--- src/rtl/core/u8cp_pkg.sv ---
// Shared types, constants and the code point to CP437 glyph table.
package u8cp_pkg;

   localparam int ByteWidth  = 8;
   localparam int PointWidth = 16;
   localparam int PendWidth  = 2;

   localparam int MapLen            = 63;
   localparam int MapEntriesDefault = 63;

   localparam logic [ByteWidth-1:0]  SubChar    = 8'h3F;  // '?'
   localparam logic [PointWidth-1:0] AsciiLimit = 16'd128;

   // lead byte classes
   localparam logic [7:0] AsciiMask  = 8'h80;
   localparam logic [7:0] Lead2Mask  = 8'hE0;
   localparam logic [7:0] Lead2Code  = 8'hC0;
   localparam logic [7:0] Lead3Mask  = 8'hF0;
   localparam logic [7:0] Lead3Code  = 8'hE0;
   localparam logic [7:0] Lead2Bits  = 8'h1F;
   localparam logic [7:0] Lead3Bits  = 8'h0F;
   localparam logic [7:0] ContBits   = 8'h3F;

   localparam logic [PendWidth-1:0] PendNone = 2'd0;
   localparam logic [PendWidth-1:0] PendOne  = 2'd1;
   localparam logic [PendWidth-1:0] PendTwo  = 2'd2;

   typedef struct packed {
      logic [PointWidth-1:0] point;
      logic [ByteWidth-1:0]  glyph;
   } map_pair_type;

   // what the decoder hands on for one byte
   typedef struct packed {
      logic                  emit;     // a result comes out of this byte
      logic                  invalid;  // bad lead byte, forced '?'
      logic [PointWidth-1:0] point;
   } decode_type;

   typedef struct packed {
      logic [ByteWidth-1:0] glyph;
      logic                 unmapped;  // point of 128 or more with no table entry
   } map_result_type;

   localparam map_pair_type GlyphMap [MapLen] = '{
      '{16'h2588, 8'hDB}, '{16'h2593, 8'hDC}, '{16'h2592, 8'hB1}, '{16'h2591, 8'hB0},
      '{16'h25A0, 8'hFE}, '{16'h25A1, 8'hDB}, '{16'h25C6, 8'h04}, '{16'h25CB, 8'h09},
      '{16'h25CF, 8'h0A}, '{16'h2500, 8'hC4}, '{16'h2502, 8'hB3}, '{16'h250C, 8'hDA},
      '{16'h2510, 8'hBF}, '{16'h2514, 8'hC0}, '{16'h2518, 8'hD9}, '{16'h251C, 8'hC3},
      '{16'h2524, 8'hB4}, '{16'h252C, 8'hC2}, '{16'h2534, 8'hC1}, '{16'h253C, 8'hC5},
      '{16'h2550, 8'hCD}, '{16'h2551, 8'hBA}, '{16'h2554, 8'hC9}, '{16'h2557, 8'hBB},
      '{16'h255A, 8'hC8}, '{16'h255D, 8'hBC}, '{16'h2560, 8'hCC}, '{16'h2563, 8'hB9},
      '{16'h2566, 8'hCB}, '{16'h2569, 8'hCA}, '{16'h256C, 8'hCE}, '{16'h2190, 8'h1B},
      '{16'h2191, 8'h18}, '{16'h2192, 8'h1A}, '{16'h2193, 8'h19}, '{16'h2194, 8'h1D},
      '{16'h2195, 8'h12}, '{16'h21A8, 8'h17}, '{16'h2665, 8'h03}, '{16'h2666, 8'h04},
      '{16'h2663, 8'h05}, '{16'h2660, 8'h06}, '{16'h266A, 8'h0D}, '{16'h266B, 8'h0E},
      '{16'h2319, 8'hF9}, '{16'h2302, 8'h7F}, '{16'h2219, 8'hF9}, '{16'h221A, 8'hFB},
      '{16'h2248, 8'hF7}, '{16'h2264, 8'hF3}, '{16'h2265, 8'hF2}, '{16'h00B0, 8'hF8},
      '{16'h00B1, 8'hF1}, '{16'h00B2, 8'hFD}, '{16'h00B7, 8'hFA}, '{16'h00F7, 8'hF6},
      '{16'h256D, 8'hD5}, '{16'h256E, 8'hB6}, '{16'h256F, 8'hB7}, '{16'h2570, 8'hD6},
      '{16'h2571, 8'hD7}, '{16'h2572, 8'hD8}, '{16'h2573, 8'hD9}
   };

endpackage

--- src/rtl/core/u8cp_decode.sv ---
// UTF-8 sequence decoder: pending count, gathered code point bits, emit decision.
module u8cp_decode (
   input  logic                               clock,
   input  logic                               reset,
   input  logic                               advance,    // byte in data_byte is consumed
   input  logic [u8cp_pkg::ByteWidth-1:0]     data_byte,
   output u8cp_pkg::decode_type               dec
);
   import u8cp_pkg::*;

   logic [PendWidth-1:0]  pending_ff, pending_in;
   logic [PointWidth-1:0] partial_ff, partial_in;

   always_comb begin
      pending_in  = pending_ff;
      partial_in  = partial_ff;
      dec.emit    = 1'b0;
      dec.invalid = 1'b0;
      dec.point   = {{(PointWidth-ByteWidth){1'b0}}, data_byte};
      if (pending_ff != PendNone) begin
         // continuation: top bits are not checked
         partial_in = {partial_ff[PointWidth-7:0], data_byte[5:0]};
         pending_in = pending_ff - PendOne;
         dec.point  = partial_in;
         dec.emit   = (pending_ff == PendOne);
      end else if ((data_byte & AsciiMask) == 8'h00) begin
         dec.emit = 1'b1;
      end else if ((data_byte & Lead2Mask) == Lead2Code) begin
         partial_in = {{(PointWidth-ByteWidth){1'b0}}, data_byte & Lead2Bits};
         pending_in = PendOne;
      end else if ((data_byte & Lead3Mask) == Lead3Code) begin
         partial_in = {{(PointWidth-ByteWidth){1'b0}}, data_byte & Lead3Bits};
         pending_in = PendTwo;
      end else begin
         dec.emit    = 1'b1;
         dec.invalid = 1'b1;
         dec.point   = {{(PointWidth-ByteWidth){1'b0}}, SubChar};
      end
   end

   always_ff @(posedge clock) begin
      if (reset) begin
         pending_ff <= PendNone;
         partial_ff <= '0;
      end else if (advance) begin
         pending_ff <= pending_in;
         partial_ff <= partial_in;
      end
   end

   // a sequence never expects more than two more bytes
   assert property (@(posedge clock) disable iff (reset) pending_ff != 2'd3)
      else $error("pending count out of range");

   // an open sequence counts down by one per consumed byte
   assert property (@(posedge clock) disable iff (reset)
      advance && pending_ff != PendNone |=> pending_ff == $past(pending_ff) - PendOne)
      else $error("pending count did not step down");

   // nothing is emitted while more continuation bytes are due
   assert property (@(posedge clock) disable iff (reset)
      pending_ff == PendTwo |-> !dec.emit)
      else $error("emit in the middle of a sequence");

endmodule

--- src/rtl/core/u8cp_glyph_map.sv ---
// Parallel match of a code point against the glyph table, ASCII pass-through.
module u8cp_glyph_map #(
   parameter int MAP_ENTRIES = u8cp_pkg::MapEntriesDefault
) (
   input  logic [u8cp_pkg::PointWidth-1:0] code_point,
   output u8cp_pkg::map_result_type        res
);
   import u8cp_pkg::*;

   logic                 hit;
   logic [ByteWidth-1:0] hit_glyph;

   // walk from the back so the first matching entry wins
   always_comb begin
      hit       = 1'b0;
      hit_glyph = GlyphMap[0].glyph;
      for (int i = MapLen - 1; i >= 0; i--) begin
         if (i < MAP_ENTRIES && GlyphMap[i].point == code_point) begin
            hit       = 1'b1;
            hit_glyph = GlyphMap[i].glyph;
         end
      end
   end

   always_comb begin
      if (hit) begin
         res.glyph    = hit_glyph;
         res.unmapped = 1'b0;
      end else if (code_point < AsciiLimit) begin
         res.glyph    = code_point[ByteWidth-1:0];
         res.unmapped = 1'b0;
      end else begin
         res.glyph    = SubChar;
         res.unmapped = 1'b1;
      end
   end

endmodule

--- src/rtl/core/utf8_to_cp437_stream_decoder_unit.sv ---
// UTF-8 to CP437 stream decoder: input register, decode and table match, result register.
//
// Takes one UTF-8 byte per word on req_ and gives one CP437 word on rsp_ for
// each completed code point (one, two or three byte sequences; a bad lead byte
// gives '?' at once with tuser set). Sustained rate is one byte per clock while
// rsp_ is not back-pressured; the word for a completing byte goes from the input
// register through the single decode-and-match pass into the result register,
// and waits in either register while rsp_tready is low.
// Continuation bytes are not checked and overlong forms are passed through.
module utf8_to_cp437_stream_decoder_unit #(
   parameter int MAP_ENTRIES = u8cp_pkg::MapEntriesDefault
) (
   input  logic        clock,
   input  logic        reset,
   input  logic        req_tvalid,
   output logic        req_tready,
   input  logic [7:0]  req_tdata,   // [7:0] data_byte
   output logic        rsp_tvalid,
   input  logic        rsp_tready,
   output logic [23:0] rsp_tdata,   // [7:0] glyph, [23:8] code_point
   output logic        rsp_tuser    // [0] substituted
);
   import u8cp_pkg::*;

   logic                  in_vld_ff, in_vld_in;
   logic [ByteWidth-1:0]  in_byte_ff;
   logic                  out_vld_ff, out_vld_in;
   logic [ByteWidth-1:0]  out_glyph_ff;
   logic [PointWidth-1:0] out_point_ff;
   logic                  out_sub_ff;

   logic           out_free;
   logic           advance;
   decode_type     dec;
   map_result_type map_res;

   assign out_free   = !out_vld_ff || rsp_tready;
   assign advance    = in_vld_ff && out_free;
   assign req_tready = !in_vld_ff || out_free;

   assign in_vld_in  = req_tvalid ? 1'b1 : (in_vld_ff && !advance);
   assign out_vld_in = advance ? dec.emit : (out_vld_ff && !rsp_tready);

   u8cp_decode u_decode (
      .clock     (clock),
      .reset     (reset),
      .advance   (advance),
      .data_byte (in_byte_ff),
      .dec       (dec)
   );

   u8cp_glyph_map #(
      .MAP_ENTRIES (MAP_ENTRIES)
   ) u_glyph_map (
      .code_point (dec.point),
      .res        (map_res)
   );

   always_ff @(posedge clock) begin
      if (reset) begin
         in_vld_ff  <= 1'b0;
         out_vld_ff <= 1'b0;
      end else begin
         if (req_tready) begin
            in_vld_ff <= in_vld_in;
         end
         out_vld_ff <= out_vld_in;
      end
   end

   always_ff @(posedge clock) begin
      if (req_tvalid && req_tready) begin
         in_byte_ff <= req_tdata;
      end
      if (advance && dec.emit) begin
         out_point_ff <= dec.point;
         out_glyph_ff <= dec.invalid ? SubChar : map_res.glyph;
         out_sub_ff   <= dec.invalid || map_res.unmapped;
      end
   end

   assign rsp_tvalid = out_vld_ff;
   assign rsp_tdata  = {out_point_ff, out_glyph_ff};
   assign rsp_tuser  = out_sub_ff;

   // a substituted word always carries '?'
   assert property (@(posedge clock) disable iff (reset)
      rsp_tvalid && rsp_tuser |-> rsp_tdata[7:0] == SubChar)
      else $error("substitution without question mark");

   // points below 128 are never substituted unless forced by a bad lead
   assert property (@(posedge clock) disable iff (reset)
      rsp_tvalid && rsp_tdata[23:8] < AsciiLimit && rsp_tdata[23:8] != 16'h003F
      |-> !rsp_tuser)
      else $error("ascii point substituted");

   // an emitting byte that is consumed shows up as a result next cycle
   assert property (@(posedge clock) disable iff (reset)
      advance && dec.emit |=> rsp_tvalid)
      else $error("decoded word lost");

endmodule
--- config.mk ---
export PLATFORM = sky130hd
export DESIGN_NAME = utf8_to_cp437_stream_decoder_unit
export DESIGN_NICKNAME = d
export VERILOG_FILES = /design/src/rtl/core/u8cp_pkg.sv /design/src/rtl/core/u8cp_decode.sv /design/src/rtl/core/u8cp_glyph_map.sv /design/src/rtl/core/utf8_to_cp437_stream_decoder_unit.sv
export SDC_FILE = /design/constraint.sdc
export NUM_CORES = 1
export LEC_CHECK = 0
export BUFFER_PORTS_ARGS = -buffer_cell sky130_fd_sc_hd__buf_2
export CAP_MARGIN = 20
export CORE_MARGIN = 3
export CORE_UTILIZATION = 40
export CTS_CLUSTER_DIAMETER = 50
export DETAILED_ROUTE_END_ITERATION = 6
export PLACE_DENSITY = 0.65
export SLEW_MARGIN = 30
export SYNTH_ARGS = -nofsm -noshare
export SYNTH_HDL_FRONTEND = slang
export SYNTH_SLANG_ARGS = --single-unit
--- constraint.sdc ---
create_clock -name clock -period 3.9 [get_ports clock]
set_clock_uncertainty 0.05 [all_clocks]
set_input_delay 0.585 -clock clock [delete_from_list [all_inputs] [get_ports clock]]
set_output_delay 0.585 -clock clock [all_outputs]
set_load 0.02 [all_outputs]
==> summary.md <==
| Metric | Value |
|---|---|
| Fillcell total | `849` |
| Synth area leader | `edfxtp_1` |
| Worst path slowest cell | `dfxtp_1` |
| Largest family of logic cells by synthesized area | `simple AND/OR/NAND/NOR gates` |
| Power Dens Cells | `about 280 nW/um^2` |
| Clock Latency Late Sink | `0.32 ns` |
| Overall Global Routing Usage | `between 20% and 30%` |
| CP top delay family | `simple AND/OR/NAND/NOR gates` |
| Avg WL per Cell | `23.93 um` |
| Io pins | `39` |
| Leak | `between 1 and 1.5 nW` |
| Setup TNS | `0 ns` |
| H-tree levels | `2` |
| Dpl hpwl | `10.17 mm` |
| Post-CTS sizing | `0` |
| Status | `finished clean` |
| Fin crit period | `3.472 ns` |
| Fmax | `0.2880 GHz` |
| Number of max-cap violations | `0` |
| First-pass GRT wire length | `20.17 mm` |
| CORE AREA | `8341 sq um` |
| Row count | `33` |
| Root Buffer | `clkbuf_8` |
| Slew HR | `about two fifths` |
| Adder-cell area share of the yosys netlist | `0%` |
| CTS Buffer Depth | `2` |
| Initial core utilization | `41.90%` |
| RSZ-0062 raised after global routing | `false` |
| Via/cell ratio | `6.679` |
| Antenna Cells | `0` |
| Clock sinks | `47` |
| Chip Width | `99.47 um` |
| Xor and xnor area share after synthesis | `0.7519%` |
| Seq. cell area | `1271 sq um` |
| DRC | `0` |
| Synth Flop Type | `edfxtp_1` |
| Via count of the first global-routing pass | `about 3400` |
| Simple-gate share of the synthesized area | `a little over a third` |
| Worst Setup Start Kind | `register` |
| Layout area overhead | `12.10%` |
| Grt total ovfl | `0` |
| Critical Path Sink Type | `register` |
| Worst hold-check path type | `input port to register` |
| Die area | `9894 sq um` |
| 1st-pass router iterations | `5` |
| Critical-path cell list | `or2_1 -> nand3_1 -> or2_0 -> nor4_1 -> a211o_1 -> nor4_2 -> and4_1 -> and2_1` |
| Largest net degree at the start of global routing | `22` |
| Cts bufs inserted | `5` |
| EDFF count, synth | `33` |
| Post-synth top area share | `about 28%` |
| Post-synthesis register bit count | `47` |
| Proportion of synthesized area in mux cells | `0.8593%` |
| Synth area leaders | `edfxtp_1 (28%), dfxtp_1 (8.0%), nor2_1 (5.7%)` |
| Crit Path Class | `register to register` |
| Total number of vias | `3700` |
| CTS clk-pin slew, worst paths | `0.11 ns` |
| CP bufs+invs | `0` |
| Critical path required time | `approximately 3.9 ns` |
| Fraction of registers with async set/reset | `0%` |
| Post-synthesis net count | `423` |
| Final period util | `89.03%` |
| Post-synthesis cell area | `3495 sq um` |
| Worst-margin pin slew | `0.8821 ns` |
| # hold bufs at CTS | `0` |
| Final hold violation count | `0` |
| Max incr delay on CP | `between 0.6 and 0.7 ns` |
| YS warnings | `0` |
| Initial antenna violation count | `0` |
| Post-Syn Instances | `~410` |
| Final WL | `between 10 and 15 mm` |
| Syn Area/Cell | `8.503 sq um` |
| Share of cells above drive strength 1 | `19.60%` |
| Final Setup Violations | `0` |
| Place WS | `0.5694 ns` |
| Maximum vdd drop | `156.6 uV` |
| TritonCTS clock tree | `yes` |
| Final ANT Viol Nets | `0` |
| Synth Area in Compound Gates | `22.74%` |
| Port Buf Inserts | `38` |
| Setup bufs post-CTS | `0` |
| Max-slew violation count | `0` |
| Die Y | `between 90 and 100 um` |
| Gpl congestion | `1.010` |
| Max FO, Critical Path | `21` |
| Seq/Total Area, Yosys | `36.38%` |
| Worst setup margin | `0.4278 ns` |
| DR iter-0 viols | `around 460` |
| Area occupied by multi-input gates | `roughly 2100 sq um` |
| Worst Path Arrival | `3.50 ns` |
| Synth cell types | `78` |
| Number of nets in the layout | `460` |
## cells by family (layout without fill, tap and decap cells)
kind of cell / count (synthesis) / after routing
flip-flops: 47 / 47
AND/OR/NAND/NOR: 216 / 216
AO/OA/AOI/OAI: 111 / 111
multiplexers: 3 / 3
XOR/XNOR: 3 / 3
buffers and inverters: 31 / 69
## report_power, final
group          total, mW  internal [mW]  switching (mW)
sequential         0.576          0.557          0.0195
combinational      0.206         0.0605           0.145
clock              0.324          0.132           0.192
total               1.11          0.749           0.356
## flip-flops by register name (all words and copies together), names as in the netlist
signal and count:
rsp_tvalid 1, u_decode.pending_ff 2, rsp_tuser 1, out_glyph_ff 8, in_vld_ff 1, in_byte_ff 8
out_point_ff 16, u_decode.partial_ff 10
## worst paths after layout
check / from / endpoint / slack, ns / depth (start not counted)
worst max register to register: u_decode.pending_ff[0] / rsp_tuser / 0.43 / 8
worst min-delay path: req_tdata[6] / in_byte_ff[6] / 0.38 / 1
worst max-delay path: u_decode.pending_ff[0] / rsp_tuser / 0.43 / 8
worst min register to register: in_vld_ff / in_vld_ff / 0.50 / 2
## per-layer routing
metal  wire length [um]  up-vias  track usage (%)  part of all wire, %
met4                484        0            9.139                  3.7
li1                   -     1658                -                    -
met5                  0        -                0                    0
met2               5906      252            42.05                   45
met1               5718     1749            37.32                   43
met3               1148       41            4.769                  8.7
## cell usage in the layout, fill, tap and decap left out, types with 3 or more instances in the layout
cell | Yosys | routed
o21ai_2 | 3 | 3
o21ai_0 | 18 | 18
o21a_1 | 4 | 4
o22ai_1 | 5 | 5
clkbuf_8 | 0 | 5
o211ai_1 | 4 | 4
or3_1 | 9 | 9
or4_1 | 7 | 7
nor2b_1 | 10 | 10
nor4_1 | 13 | 13
and2_1 | 9 | 9
nor3_1 | 15 | 15
o31ai_1 | 3 | 3
mux2i_1 | 3 | 3
buf_2 | 8 | 38
a21o_1 | 4 | 4
a32oi_1 | 4 | 4
nor2_1 | 53 | 53
a22oi_1 | 3 | 3
or2_1 | 3 | 3
a21oi_1 | 25 | 25
buf_4 | 0 | 15
nand3_1 | 10 | 10
inv_1 | 8 | 8
dfxtp_1 | 14 | 14
o2111ai_1 | 4 | 4
o21ai_1 | 3 | 3
and3_1 | 3 | 3
nand2b_1 | 12 | 12
nand2_1 | 28 | 28
nand4_1 | 13 | 13
a211o_1 | 3 | 3
or2_2 | 3 | 3
and4_1 | 3 | 3
edfxtp_1 | 33 | 33
## synthesized netlist by cell type, types with 4 or more instances
library cell / number
a21oi_1: 25
nor2b_1: 10
nor2_1: 53
a21o_1: 4
clkbuf_1: 12
or3_1: 9
inv_1: 8
or4_1: 7
nand3_1: 10
a32oi_1: 4
dfxtp_1: 14
nand2b_1: 12
nand4_1: 13
nor4_1: 13
o22ai_1: 5
buf_2: 8
and2_1: 9
o21ai_0: 18
nand2_1: 28
edfxtp_1: 33
nor3_1: 15
o21a_1: 4
o2111ai_1: 4
o211ai_1: 4
## stage by stage
stage          instances  total power, mW  hold slack (ns)  utilization [%]  instance area (sq um)
6_report             554            1.105           0.3806            46.97                   3918
5_1_grt              554            1.146           0.3779            46.97                   3918
4_1_cts              554            1.107           0.3797            46.97                   3918
3_5_place_dp         546           0.7873           0.4877            45.86                   3825
3_3_place_gp         546           0.7919           0.4850            45.86                   3825
2_1_floorplan        411           0.7131           0.4422                -                   3495
## final cells by class
cell class | count | area share, %
Tap cell | 105 | 3.354
Inverter | 8 | 0.7665
Sequential cell | 47 | 32.45
Timing Repair Buffer | 53 | 7.729
Multi-Input combinational cell | 333 | 53.34
Clock inverter | 3 | 0.6068
Clock buffer | 5 | 1.757
No activity file was read; power rests on OpenSTA's default activity.
